[src/rtl/trpid_pkg.sv]
// ----------------------------------------------------------------------------
// trpid_pkg
// Shared types and constants of the three-axis rate PID controller:
// register indexes, gain set, stage load strobes and output limits.
// ----------------------------------------------------------------------------
package trpid_pkg;

  // Number of axes handled side by side (roll, pitch, yaw)
  localparam int unsigned NumAxes = 3;

  // Widths of the datapath
  localparam int unsigned RateW  = 16;
  localparam int unsigned GainW  = 16;
  localparam int unsigned DriveW = 32;
  localparam int unsigned CfgIdxW = 3;

  // Configuration register indexes
  typedef enum logic [CfgIdxW-1:0] {
    REG_GAIN_PROP   = 3'd0,
    REG_GAIN_INTEG  = 3'd1,
    REG_GAIN_DERIV  = 3'd2,
    REG_INTEG_UPPER = 3'd3,
    REG_INTEG_LOWER = 3'd4
  } trpid_reg_e;

  // Saturation limits of the drive output
  localparam logic signed [DriveW-1:0] DRIVE_MAX = 32'sh7FFF_FFFF;
  localparam logic signed [DriveW-1:0] DRIVE_MIN = 32'sh8000_0000;

  // Gain set and integrator limits shared by every lane
  typedef struct packed {
    logic [GainW-1:0]  kp;
    logic [GainW-1:0]  ki;
    logic [GainW-1:0]  kd;
    logic [DriveW-1:0] upper;
    logic [DriveW-1:0] lower;
  } trpid_gains_t;

  // Load strobes of the four pipeline stages
  typedef struct packed {
    logic ld_err;
    logic ld_prod;
    logic ld_integ;
    logic ld_drive;
  } trpid_stage_t;

endpackage

[src/rtl/trpid_lane.sv]
// ----------------------------------------------------------------------------
// trpid_lane
// One axis of the controller: error, gain products, clamped integrator,
// previous-error store and the saturated sum, in four register stages.
// ----------------------------------------------------------------------------
module trpid_lane
  import trpid_pkg::*;
(
  input  logic               clk_i,
  input  logic               rst_ni,
  input  trpid_stage_t       stage_i,
  input  trpid_gains_t       gains_i,
  input  logic [RateW-1:0]   target_i,
  input  logic [RateW-1:0]   measured_i,
  output logic [DriveW-1:0]  drive_o
);

  logic signed [GainW-1:0]  kp, ki, kd;
  logic signed [DriveW-1:0] upper, lower;

  logic signed [16:0] err_d, err_q, prev_q;
  logic signed [17:0] diff;
  logic signed [32:0] prod_p, prod_i;
  logic signed [33:0] prod_d;
  logic signed [24:0] p2_q, i2_q, p3_q;
  logic signed [25:0] d2_q, d3_q;
  logic signed [32:0] acc_sum;
  logic signed [31:0] acc_d, acc_q;
  logic signed [33:0] total;
  logic [DriveW-1:0]  drive_d, drive_q;

  assign kp    = $signed(gains_i.kp);
  assign ki    = $signed(gains_i.ki);
  assign kd    = $signed(gains_i.kd);
  assign upper = $signed(gains_i.upper);
  assign lower = $signed(gains_i.lower);

  // Stage 1: exact 17-bit error
  assign err_d = 17'($signed(target_i)) - 17'($signed(measured_i));

  always_ff @(posedge clk_i) begin
    if (stage_i.ld_err) begin
      err_q <= err_d;
    end
  end

  // Stage 2: gain products; dropping the low byte floors toward minus infinity
  always_comb begin
    diff   = 18'(prev_q) - 18'(err_q);
    prod_p = 33'(err_q) * 33'(kp);
    prod_i = 33'(err_q) * 33'(ki);
    prod_d = 34'(diff) * 34'(kd);
  end

  always_ff @(posedge clk_i) begin
    if (stage_i.ld_prod) begin
      p2_q <= prod_p[32:8];
      i2_q <= prod_i[32:8];
      d2_q <= prod_d[33:8];
    end
  end

  // Previous error follows the item that leaves stage 1
  always_ff @(posedge clk_i or negedge rst_ni) begin
    if (!rst_ni) begin
      prev_q <= '0;
    end else if (stage_i.ld_prod) begin
      prev_q <= err_q;
    end
  end

  // Stage 3: integrate, clamp against the upper limit first, then the lower
  always_comb begin
    acc_sum = 33'(acc_q) + 33'(i2_q);
    if (acc_sum > 33'(upper)) begin
      acc_d = upper;
    end else if (acc_sum < 33'(lower)) begin
      acc_d = lower;
    end else begin
      acc_d = acc_sum[31:0];
    end
  end

  always_ff @(posedge clk_i or negedge rst_ni) begin
    if (!rst_ni) begin
      acc_q <= '0;
    end else if (stage_i.ld_integ) begin
      acc_q <= acc_d;
    end
  end

  always_ff @(posedge clk_i) begin
    if (stage_i.ld_integ) begin
      p3_q <= p2_q;
      d3_q <= d2_q;
    end
  end

  // Stage 4: sum and saturate; acc_q still holds this item's integral here,
  // as the next item enters stage 3 on the same edge
  always_comb begin
    total = 34'(p3_q) + 34'(acc_q) + 34'(d3_q);
    if (total > 34'(DRIVE_MAX)) begin
      drive_d = DRIVE_MAX;
    end else if (total < 34'(DRIVE_MIN)) begin
      drive_d = DRIVE_MIN;
    end else begin
      drive_d = total[31:0];
    end
  end

  always_ff @(posedge clk_i) begin
    if (stage_i.ld_drive) begin
      drive_q <= drive_d;
    end
  end

  assign drive_o = drive_q;

endmodule

[config.mk]
export PLATFORM = sky130hd
export DESIGN_NAME = trpid_lane
export DESIGN_NICKNAME = d
export VERILOG_FILES = /design/src/rtl/trpid_pkg.sv /design/src/rtl/trpid_lane.sv
export SDC_FILE = /design/constraint.sdc
export NUM_CORES = 2
export LEC_CHECK = 0
export BUFFER_PORTS_ARGS = -buffer_cell sky130_fd_sc_hd__buf_2
export CAP_MARGIN = 40
export CORE_MARGIN = 3
export CORE_UTILIZATION = 65
export CTS_CLUSTER_SIZE = 16
export DETAILED_ROUTE_END_ITERATION = 8
export GPL_TIMING_DRIVEN = 0
export PLACE_DENSITY = 0.83
export SKIP_LAST_GASP = 1
export SLEW_MARGIN = 20
export SYNTH_ARGS = -nofsm -noshare
export SYNTH_HDL_FRONTEND = slang
export SYNTH_SLANG_ARGS = --single-unit
[constraint.sdc]
create_clock -name clk_i -period 9.8 [get_ports clk_i]
set_input_delay 0.49 -clock clk_i [delete_from_list [all_inputs] [get_ports clk_i]]
set_output_delay 0.49 -clock clk_i [all_outputs]
set_load 0.02 [all_outputs]
==> metrics.yaml <==
status: "finished, final reports clean"
multi_input_area_sq_um: 34500
die_area_sq_um: 73200
grtUsageTotal_pct: 36.0
met3_length_microns: 14600
synth_area_per_cell_sq_um: 9.52
syn-num-nets: 6206
synth_cells: 4780
grt.overflow.total: 0
final_area_sq_um: 48800
fill_cells: 5184
cts_tree: "done"
worstSetupPathType: "reg -> reg"
required_ns: 10.14
placed_area_sq_um: 47600
clk_pin_slew_worst_paths_ns: 0.06
drt_first_pass_iters: 8
area_growth_pct: 7.27
regArea_sq_um: 6510
post_drt_wl_per_cell_microns: 21.6
ys_seq_area_share_pct: 14.3
synth_edf_count: 176
vias: 34535
die_h_microns: 271
cts_buffer_depth: 3
path_max_fanout: 10
ys_top_cells_by_area: "fa_1 (38%), edfxtp_1 (12%), ha_1 (11%)"
grt_max_degree: 60
grt_pass1_vias: 36278
crit_path_start: "err_q[10]"
rows: 96
min_from: "gains_i[45]"
remaining_drc_errors: 0
clock_latency_ns: 0.58
finalCritPeriodShare_pct: 97.9
cap_violations: 0
synth.distinct_cells: 77
cpPeakStageDelay_ns: 0.68
path_common_cell: "fa_1"
clock-sinks: 225
yosys_warnings: 0
worstSetupStartpointType: "flop"
max_slew_margin_pct: 35.8
drt-met1-wl_microns: 49200
cp-end-kind: "flop"
grt_pass1_wl_microns: 202000
mostFrequentLayoutCells: "inv_1 (1,045), fa_1 (868), nand2_1 (563)"
slowest_stage: "clkbuf_1"
fmax_ghz: 0.104
start_util_pct: 66.0
htree_levels: 1
final_antenna_net_count: 0
die_x_microns: 271
drive_above_1_share_pct: 6.84
io_buffers: 156
min_period_ns: 9.59
globalplace.congestion: 1.03
finalSetupTns_ns: 0
synth-seq-cells: 225
numCtsBuffers: 26
syn_area_sq_um: 45500
hold_class: "in -> reg"
dp_hpwl_microns: 108000
slew_violations: 0
cp.arrival_ns: 9.93
coreArea_sq_um: 68900
synth_top_area_cell: "fa_1"
wl_microns: 129000
routed.top_layer: "met5"
synthArstFlopShare_pct: 21.8
initialDrtViolationCount: 2909
synth_ff_type: "edfxtp_1"
finalSetupViolCount: 0
finalNetCount: 6421
hold_viol: 0
synth_top_area_share_pct: 38.2
via_per_inst: 5.80
fin_skew_ns: 0.0170
layout_commonest_cell: "inv_1"
clock-root-buffer: "clkbuf_16"
antenna_found_initial: 8
reg2reg_from: "err_q[10]"
ios: 182
wl_met2_microns: 57800
tightest_slew_ns: 0.963
cell usage after synthesis, types with 4 or more instances:
| master | instances |
|---|---|
| xor2_1 | 42 |
| fa_1 | 868 |
| mux2_2 | 41 |
| inv_1 | 1046 |
| a22o_1 | 4 |
| o221ai_1 | 6 |
| a21oi_1 | 139 |
| o21ai_0 | 119 |
| o211ai_1 | 10 |
| nor3_1 | 42 |
| a31oi_1 | 16 |
| nor2_1 | 141 |
| a21boi_0 | 9 |
| a21o_1 | 97 |
| a221oi_1 | 4 |
| dfrtp_1 | 49 |
| clkbuf_1 | 167 |
| or3_1 | 8 |
| o21ai_1 | 10 |
| nand2_1 | 563 |
| and4_1 | 5 |
| and2_1 | 321 |
| buf_2 | 9 |
| and3_1 | 16 |
| o21bai_1 | 12 |
| a31o_2 | 5 |
| o2111ai_1 | 4 |
| edfxtp_1 | 176 |
| a211oi_1 | 19 |
| a211o_1 | 7 |
| mux2i_1 | 15 |
| o21a_1 | 32 |
| nand4_1 | 24 |
| o31ai_1 | 4 |
| or2_2 | 6 |
| nand2b_1 | 45 |
| nand3_1 | 36 |
| ha_1 | 408 |
| xnor2_1 | 131 |
| nor2b_1 | 57 |
| nor4_1 | 4 |
| o2bb2ai_1 | 5 |
registers in the layout, indices dropped and copies added (netlist names):
register	flops
acc_q	32
drive_o	32
d2_q	26
d3_q	26
i2_q	25
p2_q	25
p3_q	25
err_q	17
prev_q	17
what timing repair did:
action | in CTS | in global routing
hold buffers | 1 | 0
hold endpoints to repair | 32 | 0
buffers inserted | 4 | 11
pin swaps | 1 | 6
gates resized for setup | 29 | 21
endpoints found under the setup margin | 20 | 11
cells by family (layout without fill, tap and decap cells):
group	count (synthesis)	after routing	share of synthesized area (%)
AO/OA/AOI/OAI	544	544	7.79
XOR/XNOR	173	173	3.33
adder cells (fa/ha/maj)	1276	1276	49.4
buffers and inverters	1226	1461	10.2
flip-flops	225	225	14.3
multiplexers	58	58	1.39
other	0	8	0
AND/OR/NAND/NOR	1278	1278	13.6
worst paths after layout:
check	to	slack (ns)	cells after the start
min in group asynchronous	acc_q[14]	0.50	2
max	d2_q[25]	0.21	31
min	acc_q[13]	0.21	3
max in group asynchronous	prev_q[16]	8.76	2
max reg2reg	d2_q[25]	0.21	31
min reg2reg	d3_q[14]	0.41	0
stage by stage:
step	hold WS, ns	cells	setup slack, ns	util [%]
finish	0.208	5954	0.207	70.8
detailed placement	0.405	5879	-1.66	69.0
global placement	0.401	5867	-1.36	68.8
CTS	0.173	5932	0.00314	70.5
global route	0.204	5948	-0.0560	70.7
floorplan	0.194	4780	1.45	-
worst max-delay path, delay by kind of cell (launching register included):
kind	cells	cell delay, ns
adders and majority gates	8	3.90
AOI/OAI and AO/OA	9	2.04
buffers and inverters	7	1.71
and+or+nand+nor	5	0.61
DFF	1	0.60
xor gates and xnor gates	2	0.51
metal layers:
| metal | track usage (%) | vias up |
|---|---|---|
| met5 | 0 | - |
| li1 | - | 15217 |
| met4 | 16.1 | 4 |
| met1 | 48.1 | 17050 |
| met2 | 56.6 | 1859 |
| met3 | 8.60 | 405 |
final cells by class:
class | instances | share of cell area [%]
Multi-Input combinational cell | 3329 | 70.6
Clock inverter | 21 | 0.441
Timing Repair Buffer | 188 | 2.24
Antenna cell | 8 | 0.0410
Sequential cell | 225 | 13.3
Clock buffer | 27 | 1.34
Tap cell | 931 | 2.39
Inverter | 1047 | 8.06
Buffer | 178 | 1.50
Power is left out: the tool's default activity adds up to more than one toggle a clock period on the data nets, which glitch-free logic cannot reach.
