[config.mk]
export PLATFORM = sky130hd
export DESIGN_NAME = trpid_ctrl
export DESIGN_NICKNAME = d
export VERILOG_FILES = /design/src/rtl/trpid_pkg.sv /design/src/rtl/trpid_ctrl.sv
export SDC_FILE = /design/constraint.sdc
export NUM_CORES = 1
export LEC_CHECK = 0
export BUFFER_PORTS_ARGS = -buffer_cell sky130_fd_sc_hd__buf_2
export CAP_MARGIN = 15
export CORE_AREA = 4 4 41 43
export DETAILED_ROUTE_END_ITERATION = 10
export DIE_AREA = 0 0 45 47
export GPL_TIMING_DRIVEN = 0
export PLACE_DENSITY = 0.34
export SYNTH_ARGS = -nofsm -noshare
export SYNTH_HDL_FRONTEND = slang
export SYNTH_SLANG_ARGS = --single-unit
[constraint.sdc]
create_clock -name clk_i -period 2 [get_ports clk_i]
set_clock_uncertainty 0.2 [all_clocks]
set_input_delay 0.6 -clock clk_i [delete_from_list [all_inputs] [get_ports clk_i]]
set_output_delay 0.6 -clock clk_i [all_outputs]
set_load 0.02 [all_outputs]
[src/rtl/trpid_pkg.sv]
// ----------------------------------------------------------------------------
// trpid_pkg
// Shared types and constants of the three-axis rate PID controller:
// register indexes, gain set, stage load strobes and output limits.
// ----------------------------------------------------------------------------
package trpid_pkg;

  // Number of axes handled side by side (roll, pitch, yaw)
  localparam int unsigned NumAxes = 3;

  // Widths of the datapath
  localparam int unsigned RateW  = 16;
  localparam int unsigned GainW  = 16;
  localparam int unsigned DriveW = 32;
  localparam int unsigned CfgIdxW = 3;

  // Configuration register indexes
  typedef enum logic [CfgIdxW-1:0] {
    REG_GAIN_PROP   = 3'd0,
    REG_GAIN_INTEG  = 3'd1,
    REG_GAIN_DERIV  = 3'd2,
    REG_INTEG_UPPER = 3'd3,
    REG_INTEG_LOWER = 3'd4
  } trpid_reg_e;

  // Saturation limits of the drive output
  localparam logic signed [DriveW-1:0] DRIVE_MAX = 32'sh7FFF_FFFF;
  localparam logic signed [DriveW-1:0] DRIVE_MIN = 32'sh8000_0000;

  // Gain set and integrator limits shared by every lane
  typedef struct packed {
    logic [GainW-1:0]  kp;
    logic [GainW-1:0]  ki;
    logic [GainW-1:0]  kd;
    logic [DriveW-1:0] upper;
    logic [DriveW-1:0] lower;
  } trpid_gains_t;

  // Load strobes of the four pipeline stages
  typedef struct packed {
    logic ld_err;
    logic ld_prod;
    logic ld_integ;
    logic ld_drive;
  } trpid_stage_t;

endpackage

[src/rtl/trpid_ctrl.sv]
// ----------------------------------------------------------------------------
// trpid_ctrl
// Pipeline control: tracks which of the four stages hold an item and
// issues the load strobes so that bubbles collapse while the output stalls.
// ----------------------------------------------------------------------------
module trpid_ctrl
  import trpid_pkg::*;
(
  input  logic         clk_i,
  input  logic         rst_ni,
  input  logic         in_valid_i,
  output logic         in_stall_o,
  output logic         out_valid_o,
  input  logic         out_stall_i,
  output trpid_stage_t stage_o
);

  logic v1_q, v2_q, v3_q, v4_q;
  logic v1_d, v2_d, v3_d, v4_d;
  logic free1, free2, free3, free4;
  logic ld1, ld2, ld3, ld4;

  // Work out which stages may take a new item, from the output back
  always_comb begin
    free4 = !v4_q || !out_stall_i;
    ld4   = v3_q && free4;
    free3 = !v3_q || ld4;
    ld3   = v2_q && free3;
    free2 = !v2_q || ld3;
    ld2   = v1_q && free2;
    free1 = !v1_q || ld2;
    ld1   = in_valid_i && free1;
  end

  // Advance occupancy of each stage
  always_comb begin
    v1_d = ld1 || (v1_q && !ld2);
    v2_d = ld2 || (v2_q && !ld3);
    v3_d = ld3 || (v3_q && !ld4);
    v4_d = ld4 || (v4_q && out_stall_i);
  end

  always_ff @(posedge clk_i or negedge rst_ni) begin
    if (!rst_ni) begin
      v1_q <= 1'b0;
      v2_q <= 1'b0;
      v3_q <= 1'b0;
      v4_q <= 1'b0;
    end else begin
      v1_q <= v1_d;
      v2_q <= v2_d;
      v3_q <= v3_d;
      v4_q <= v4_d;
    end
  end

  assign in_stall_o       = !free1;
  assign out_valid_o      = v4_q;
  assign stage_o.ld_err   = ld1;
  assign stage_o.ld_prod  = ld2;
  assign stage_o.ld_integ = ld3;
  assign stage_o.ld_drive = ld4;

endmodule

==> results of run 1 <==
-- how the worst min path moves through the flow --
| stage | startpoint | endpoint | slack [ns] | cells past startpoint |
|---|---|---|---|---|
| 2_1_floorplan | rst_ni | out_valid_o | 0.10 | 0 |
| 3_3_place_gp | rst_ni | v3_q | 0.21 | 1 |
| 3_5_place_dp | rst_ni | v2_q | 0.21 | 1 |
| 4_1_cts | v3_q | out_valid_o | 0.28 | 1 |
| 5_1_grt | v3_q | out_valid_o | 0.30 | 1 |
| 6_report | v3_q | out_valid_o | 0.28 | 1 |
-- registers in the layout, indices dropped and copies added (netlist names) --
register / cells
v3_q: 1
v1_q: 1
v2_q: 1
out_valid_o: 1
-- kinds of logic after synthesis --
| group | after synthesis |
|---|---|
| and+or+nand+nor | 4 |
| buffers and inverters | 6 |
| AOI/OAI and AO/OA | 6 |
| DFF | 4 |
-- layer usage --
layer / GRT usage, % / vias to the layer above / part of all wire, %
met5: 0 / - / 0
met4: 1.75 / 0 / 0
met3: 6.51 / 0 / 15
met2: 7.06 / 7 / 47
met1: 4.60 / 85 / 38
li1: - / 86 / -
-- area by class of cell --
class	instances	area [um2]
fill	151	956
clock buffer	3	22.5
timing repair buffer	11	93.8
multi-input combinational	10	98.8
sequential	4	100
buffer	1	7.51
tap	15	18.8
inverter	1	3.75
-- synthesized netlist by cell type --
master / instances
inv_1: 1
or2_1: 1
nor2b_1: 1
a31o_1: 1
dfrtp_1: 4
a21o_1: 2
a31oi_1: 1
buf_4: 4
and3_1: 2
a21boi_0: 2
buf_6: 1
-- worst max-delay path, cell delays in order --
cell and delay [ns]:
buf_6 0.07, and3_4 0.22, and3_4 0.19, buf_6 0.11
-- through the flow --
step / setup TNS [ns] / utilization (%) / hold slack, ns
6_report: 0 / 26.5 / 0.277
5_1_grt: -0.0115 / 26.5 / 0.301
4_1_cts: 0 / 26.5 / 0.276
3_5_place_dp: -0.749 / 21.4 / 0.209
3_3_place_gp: -0.752 / 21.4 / 0.208
2_1_floorplan: 0 / - / 0.104
-- where the power goes --
| group | switching [mW] | total (mW) | internal (mW) |
|---|---|---|---|
| combinational | 0.0394 | 0.0863 | 0.0470 |
| sequential | 0.0114 | 0.101 | 0.0896 |
| clock | 0.0319 | 0.0989 | 0.0670 |
| total | 0.0827 | 0.286 | 0.204 |
-- what timing repair did --
action,in CTS,in global routing
setup endpoints to repair,4,1
pin swaps,2,0
resized for setup,15,0
hold endpoints to repair,4,0
setup buffers,1,0
hold buffers,1,0
cloned,0,0
==> impl_metrics.py, run 1 <==
metrics = {
    "synthesis": {
        "synthAdderAreaFrac_pct": 0,
        "synth_area_um2": 215,
        "yosysWarnings": 0,
        "synth_compound_area_share_pct": 20.9,
        "ys_seq_area_share_pct": 46.5,
        "yosys.cell_types.count": 11,
        "synth_xor_area_share_pct": 0,
        "yosys.area.top_type_share_pct": 46.5,
        "synth-seq-cells": 4,
        "synthSimpleGateAreaFrac_pct": 11.6,
        "avgSynthCellArea_um2": 10.8,
        "synth_top_family_by_area": "buffers and inverters",
        "synthCells": 20,
        "synthesis.nets": 24,
        "synth_mux_area_share_pct": 0,
        "yosysTopAreaCell": "dfrtp_1",
        "synth.top_cells.by_area": "dfrtp_1 47%, buf_4 14%, a21boi_0 7.0%, a21o_1 7.0%, and3_1 5.8%",
    },
    "setup_path": {
        "crit_path_end_kind": "output port",
        "r2r-end": "v1_q",
        "worstReg2RegStart": "out_valid_o",
        "reg2reg_slack_ns": 0.73,
        "cp.required_ns": 1.20,
        "crit_path_start_kind": "primary input",
        "crit_fanout": 5,
        "startpoint": "out_stall_i",
        "rr_worst_depth": 3,
        "worstSetupEndpoint": "in_stall_o",
        "critPathArrivalTime_ns": 1.19,
        "critical_path_class": "primary input to output port",
    },
    "flow_run": {
        "cap_viol_max_count": 0,
    },
    "timing": {
        "setup_ws_ns": 0.00758,
        "maxSlewViolCount": 0,
        "setup_violations": 0,
        "tightestPinTransition_ns": 0.265,
        "finalCritPeriodShare_pct": 99.6,
        "slew_headroom_pct": 82.3,
        "rsz0062_at_grt": "yes",
        "hold_viol": 0,
        "timing.fmax_mhz": 502,
        "layout_min_cycle_time_ns": 1.99,
    },
    "place": {
        "dp_slack_ns": -0.239,
        "dp_hpwl_um": 306,
        "dpl-instance-area_um2": 279,
        "gp_congestion": 0.683,
        "dp.cells": 44,
        "portBuffers": 9,
    },
    "cts": {
        "cts_inserted_buffers": 3,
        "clk_pin_slew_worst_paths_ns": 0.04,
        "clock_latency_ns": 0.24,
        "clk_path_buf_depth": 2,
        "cts_root_buf": "clkbuf_4",
        "h-tree-depth": 1,
        "cts.sinks": 4,
        "cts_tree": "done",
    },
    "die": {
        "core-area_um2": 1300,
        "die_height_um": 47,
        "die_w_um": 45,
        "fp.dieArea_um2": 2120,
        "start_util_pct": 16.5,
        "ios": 10,
        "rows": 13,
    },
    "power_and_ir_drop": {
        "irDropWorstVdd_uv": 356,
        "powerDensity_nw_per_um2": 829,
        "power_leakage_nw": 0.154,
        "total_power_mw": 0.286,
    },
    "finish": {
        "most-common-layout-cells": "5 x buf_6, 4 x buf_2, 4 x dfrtp_1, 3 x clkbuf_4",
        "drive_gt1_share_pct": 60.0,
        "nets": 36,
        "syn2layout_area_growth_pct": 60.5,
        "final_common_cell": "buf_6",
        "fin_area_um2": 345,
        "stdcell_count": 45,
        "antenna_cells": 0,
    },
    "detailed_routing": {
        "wirelength_um": 424,
        "viasPerCell": 3.96,
        "first_pass_iters": 2,
        "num_vias": 178,
        "ant_nets": 0,
        "drc": 0,
        "drt-initial-drc-count": 2,
        "wl_per_cell_um": 9.42,
    },
    "worst_hold_path": {
        "hp-class": "flip-flop to flip-flop",
    },
    "run_status": {
        "status": "finished clean",
    },
    "global_routing": {
        "grt_max_degree": 8,
        "grt_pass1_vias": 171,
        "grtUsageTotal_pct": 5.15,
        "grt_overflow": 0,
        "antenna_found_initial": 0,
        "grt_pass1_wl_um": 696,
    },
}
No activity file was read; power rests on OpenSTA's default activity.
==> run 2: changes to the inputs <==
--- a/config.mk
+++ b/config.mk
@@ -12,6 +12,7 @@
 export DIE_AREA = 0 0 45 47
 export GPL_TIMING_DRIVEN = 0
 export PLACE_DENSITY = 0.34
+export REMOVE_ABC_BUFFERS = 1
 export SYNTH_ARGS = -nofsm -noshare
 export SYNTH_HDL_FRONTEND = slang
 export SYNTH_SLANG_ARGS = --single-unit
==> run 2 against run 1 <==
Effect of this change:
- the run now ends with negative setup slack left
- clock power decreased by 3.2%
- non-clock buffer count unchanged
- die area unchanged
- count of clock-buffer cells in the layout unchanged
- worst hold slack got worse by 0.0017 ns
- critical path depth unchanged
==> impl_metrics.py, run 2 (synthesis gave the netlist of run 1 again) <==
metrics = {
    "detailed_routing": {
        "drc": 0,
        "wl_per_cell_um": 9.98,
        "drt-initial-drc-count": 0,
        "wirelength_um": 449,
        "viasPerCell": 3.91,
        "first_pass_iters": 1,
        "ant_nets": 0,
        "num_vias": 176,
    },
    "cts": {
        "clk_path_buf_depth": 2,
        "cts_root_buf": "clkbuf_4",
        "cts_inserted_buffers": 3,
        "cts_tree": "done",
        "cts.sinks": 4,
        "h-tree-depth": 1,
        "clk_pin_slew_worst_paths_ns": 0.03,
        "clock_latency_ns": 0.23,
    },
    "timing": {
        "tightestPinTransition_ns": 0.216,
        "finalCritPeriodShare_pct": 100,
        "holdWs_ns": 0.275,
        "setup_ws_ns": -0.00181,
        "slew_headroom_pct": 85.6,
        "layout_min_cycle_time_ns": 2.00,
        "hold_viol": 0,
        "setup_violations": 1,
        "rsz0062_at_grt": "yes",
        "maxSlewViolCount": 0,
        "timing.fmax_mhz": 500,
        "finalSetupTns_ns": -0.00181,
    },
    "die": {
        "start_util_pct": 16.5,
        "rows": 13,
        "die_w_um": 45,
        "die_height_um": 47,
        "fp.dieArea_um2": 2120,
        "core-area_um2": 1300,
        "ios": 10,
    },
    "finish": {
        "fillCellCount": 150,
        "antenna_cells": 0,
        "most-common-layout-cells": "5 x buf_4, 4 x buf_2, 4 x dfrtp_1, 3 x clkbuf_4",
        "fin_area_um2": 314,
        "drive_gt1_share_pct": 53.3,
        "nets": 36,
        "final_util_pct": 24.1,
        "syn2layout_area_growth_pct": 45.9,
        "final_common_cell": "buf_4",
    },
    "power_and_ir_drop": {
        "irDropWorstVdd_uv": 494,
        "total_power_mw": 0.269,
        "power_leakage_nw": 0.151,
        "powerDensity_nw_per_um2": 857,
    },
    "place": {
        "portBuffers": 9,
        "dpl-instance-area_um2": 238,
        "gp_congestion": 0.588,
    },
    "global_routing": {
        "grt_max_degree": 8,
        "grt_pass1_vias": 184,
        "antenna_found_initial": 0,
        "grt_overflow": 0,
        "grtUsageTotal_pct": 5.70,
        "grt_pass1_wl_um": 772,
    },
    "setup_path": {
        "r2r-end": "v1_q",
        "crit_family": "buffers and inverters",
        "crit_fanout": 6,
        "rr_worst_depth": 3,
        "crit_buf_inv": 2,
        "crit_path_end_kind": "output port",
        "path_cells": "buf_6 -> and3_4 -> a31oi_1 -> buf_4",
        "worstReg2RegStart": "out_valid_o",
        "max_stage_delay_ns": 0.18,
        "cpMaxStageDelayCell": "and3_4",
        "cp.required_ns": 1.20,
        "reg2reg_slack_ns": 0.74,
        "critical_path_class": "primary input to output port",
        "crit_path_start_kind": "primary input",
        "critPathArrivalTime_ns": 1.20,
    },
    "run_status": {
        "violations": "negative setup slack",
        "status": "finished with violations",
    },
    "worst_hold_path": {
        "worstHoldEndpoint": "out_valid_o",
        "hold_depth": 1,
        "worstHoldStart": "v3_q",
        "hp-class": "flip-flop to flip-flop",
    },
    "flow_run": {
        "cap_viol_max_count": 0,
    },
}
run 2: cell types whose count changed in the layout (fill, tap and decap cells not counted):
cell | before | now
a31oi_1 | 0 | 1
buf_6 | 5 | 2
a21boi_0 | 1 | 0
and3_4 | 2 | 1
a21boi_1 | 0 | 1
buf_4 | 2 | 5
a31oi_4 | 1 | 0
and3_1 | 0 | 1
run 2: worst max path at each step:
stage	start	to	slack, ns	depth (start not counted)
5_1_grt	out_stall_i	stage_o[3]	-0.03	4
3_5_place_dp	out_stall_i	stage_o[3]	-0.11	4
3_3_place_gp	out_stall_i	in_stall_o	-0.1	4
4_1_cts	out_stall_i	stage_o[3]	-0.003	4
6_report	out_stall_i	stage_o[3]	-0.002	4
2_1_floorplan	out_stall_i	stage_o[2]	-0.13	2
run 2: metal layers:
metal | part of all wire [%] | up-vias | global-route usage, %
li1 | - | 84 | -
met1 | 42 | 82 | 5.72
met2 | 43 | 10 | 7.91
met3 | 15 | 0 | 6.13
met4 | 0 | 0 | 1.75
met5 | 0 | - | 0
run 2: layout make-up:
class                           count  area (um2)  area share [%]
Inverter                            1        3.75            1.20
Clock buffer                        3        22.5            7.17
Timing Repair Buffer               12        90.1            28.7
Sequential cell                     4         100            31.9
Multi-Input combinational cell     10        78.8            25.1
Tap cell                           15        18.8            5.98
run 2: per-stage QoR:
stage,cells,setup WS [ns]
floorplan,15,-0.129
global placement,39,-0.0983
detailed placement,39,-0.111
CTS,45,-0.00310
global route,45,-0.0325
finish,45,-0.00181
run 2: repair_timing:
| item | 4_1_cts | 5_1_grt |
|---|---|---|
| setup buffers | 2 | 0 |
| hold endpoints to repair | 4 | 0 |
| resized for setup | 7 | 4 |
| pin swaps | 1 | 0 |
| hold buffers | 1 | 0 |
| setup endpoints to repair | 4 | 5 |
run 2: power by group:
| part | internal (mW) | switching, mW |
|---|---|---|
| combinational | 0.0377 | 0.0366 |
| sequential | 0.0896 | 0.00950 |
| clock | 0.0668 | 0.0289 |
| total | 0.194 | 0.0750 |
run 2: worst reg2reg max path, stage by stage (launching register included):
cell and delay (ns):
dfrtp_1 0.39, and3_4 0.22, buf_4 0.14, a31o_1 0.20
==> run 3: changes to the inputs <==
--- a/config.mk
+++ b/config.mk
@@ -11,7 +11,7 @@
 export DETAILED_ROUTE_END_ITERATION = 10
 export DIE_AREA = 0 0 45 47
 export GPL_TIMING_DRIVEN = 0
-export PLACE_DENSITY = 0.34
+export PLACE_DENSITY_LB_ADDON = 0.1
 export REMOVE_ABC_BUFFERS = 1
 export SYNTH_ARGS = -nofsm -noshare
 export SYNTH_HDL_FRONTEND = slang
==> run 3 against run 2 <==
Effect of this change:
- the run now ends clean
- cell count increased by 2.2%
- maximum frequency increased by 0.45%
- clock power up 0.4%
- setup slack better by 0.0091 ns
- sequential power decreased by 0.9%
- worst hold slack got worse by 0.0034 ns
- die area unchanged
==> impl_metrics.py, run 3 (synthesis gave the netlist of run 1 again) <==
metrics = {
    "run_status": {
        "status": "finished clean",
    },
    "die": {
        "core-area_um2": 1300,
        "start_util_pct": 16.5,
        "rows": 13,
        "die_w_um": 45,
        "ios": 10,
        "die_height_um": 47,
        "fp.dieArea_um2": 2120,
    },
    "global_routing": {
        "grt_max_degree": 8,
        "grt_pass1_vias": 167,
        "grt_overflow": 0,
        "grt_pass1_wl_um": 662,
        "antenna_found_initial": 0,
        "grtUsageTotal_pct": 5.00,
    },
    "setup_path": {
        "crit_path_start_kind": "primary input",
        "critPathArrivalTime_ns": 1.19,
        "critical_path_class": "primary input to output port",
        "path_cells": "buf_6 -> and3_4 -> and3_1 -> buf_6",
        "cpMaxStageDelayCell": "and3_1",
        "max_stage_delay_ns": 0.19,
        "crit_path_end_kind": "output port",
        "cp.required_ns": 1.20,
        "cpMostUsedCell": "buf_6",
        "crit_fanout": 5,
    },
    "cts": {
        "clk_pin_slew_worst_paths_ns": 0.04,
        "cts_root_buf": "clkbuf_4",
        "h-tree-depth": 1,
        "clk_path_buf_depth": 2,
        "cts_inserted_buffers": 3,
        "cts_tree": "done",
        "clock_latency_ns": 0.23,
        "cts.sinks": 4,
    },
    "power_and_ir_drop": {
        "p_clk_share_pct": 35.6,
        "powerDensity_nw_per_um2": 839,
        "power_leakage_nw": 0.154,
        "switchingPower_mw": 0.0748,
        "combPwrFrac_pct": 28.0,
        "irDropWorstVdd_uv": 468,
        "p_int_mw": 0.195,
        "seq_power_share_pct": 36.4,
        "switching_share_pct": 27.7,
    },
    "worst_hold_path": {
        "hp-class": "flip-flop to flip-flop",
    },
    "detailed_routing": {
        "num_vias": 181,
        "drc": 0,
        "viasPerCell": 3.93,
        "first_pass_iters": 3,
        "wirelength_um": 411,
        "drt-initial-drc-count": 9,
        "wl_per_cell_um": 8.93,
        "ant_nets": 0,
    },
    "timing": {
        "slew_headroom_pct": 86.8,
        "timing.fmax_mhz": 502,
        "holdWs_ns": 0.271,
        "hold_viol": 0,
        "maxSlewViolCount": 0,
        "tightestPinTransition_ns": 0.198,
        "finalCritPeriodShare_pct": 99.6,
        "layout_min_cycle_time_ns": 1.99,
        "setup_violations": 0,
        "rsz0062_at_grt": "yes",
    },
    "flow_run": {
        "cap_viol_max_count": 0,
    },
    "place": {
        "portBuffers": 9,
        "dpl-instance-area_um2": 238,
        "gp_congestion": 0.660,
    },
    "finish": {
        "antenna_cells": 0,
        "nets": 37,
        "fin_area_um2": 322,
        "syn2layout_area_growth_pct": 49.4,
        "most-common-layout-cells": "5 x buf_2, 5 x buf_4, 4 x dfrtp_1, 3 x clkbuf_4",
        "drive_gt1_share_pct": 54.8,
        "fillCellCount": 166,
    },
}
## run 3: changes by cell type in the layout (fill, tap and decap cells not counted)
cell / delta
a31oi_2: +1
a21boi_2: -1
a21boi_0: +1
a31oi_1: -1
buf_2: +1
## run 3: power groups by stage
| stage | sequential, mW | clock, mW | combinational (mW) |
|---|---|---|---|
| 6_report | 0.0982 | 0.0961 | 0.0755 |
| 5_1_grt | 0.0999 | 0.115 | 0.0825 |
| 4_1_cts | 0.0982 | 0.102 | 0.0680 |
| 3_5_place_dp | 0.0988 | 0 | 0.0559 |
| 3_3_place_gp | 0.0985 | 0 | 0.0559 |
| 2_1_floorplan | 0.0992 | 0 | 0.0335 |
## run 3: repair_timing
action                                  4_1_cts  5_1_grt
pin swaps                                     1        0
endpoints found under the setup margin        4        3
buffers inserted                              1        2
hold buffers                                  1        0
resized for setup                             7        2
hold endpoints to repair                      4        0
## run 3: path summary, 6_finish.rpt
kind,slack [ns],from,depth (start not counted),to
min in group asynchronous,0.50,rst_ni,2,v3_q
worst min register to register,0.27,v3_q,1,out_valid_o
worst max-delay path,0.007,out_stall_i,4,in_stall_o
max in group asynchronous,0.98,rst_ni,2,v1_q
worst min-delay path,0.27,v3_q,1,out_valid_o
worst max register to register,0.77,out_valid_o,3,v1_q
## run 3: cell type report
cell class / count / area [um2] / area share (%)
clock buffers: 3 / 22.5 / 7.00
repair buffers: 13 / 95.1 / 29.6
multi-input cells: 10 / 81.3 / 25.3
well taps: 15 / 18.8 / 5.84
flip-flops and latches: 4 / 100 / 31.1
inverters: 1 / 3.75 / 1.17
## run 3: stage by stage
step / setup TNS (ns) / total power [mW] / util (%) / cells / setup slack, ns
2_1_floorplan: -0.140 / 0.133 / - / 15 / -0.129
3_3_place_gp: -0.315 / 0.154 / 18.3 / 39 / -0.103
3_5_place_dp: -0.357 / 0.155 / 18.3 / 39 / -0.124
4_1_cts: 0 / 0.268 / 22.9 / 44 / 0.00441
5_1_grt: -0.0314 / 0.297 / 24.7 / 46 / -0.0142
6_report: 0 / 0.270 / 24.7 / 46 / 0.00724
## run 3: metal layers
layer  vias up  track usage, %  wire (um)
li1         86               -          -
met1        88            4.38        157
met2         7            6.50        204
met3         0            5.75         50
met4         0            3.51          0
met5         -               0          0
## run 3: critical path, delay by kind of cell
kind                   cells  cell delay, ns
buffers and inverters      2            0.22
AND/OR/NAND/NOR            2            0.37
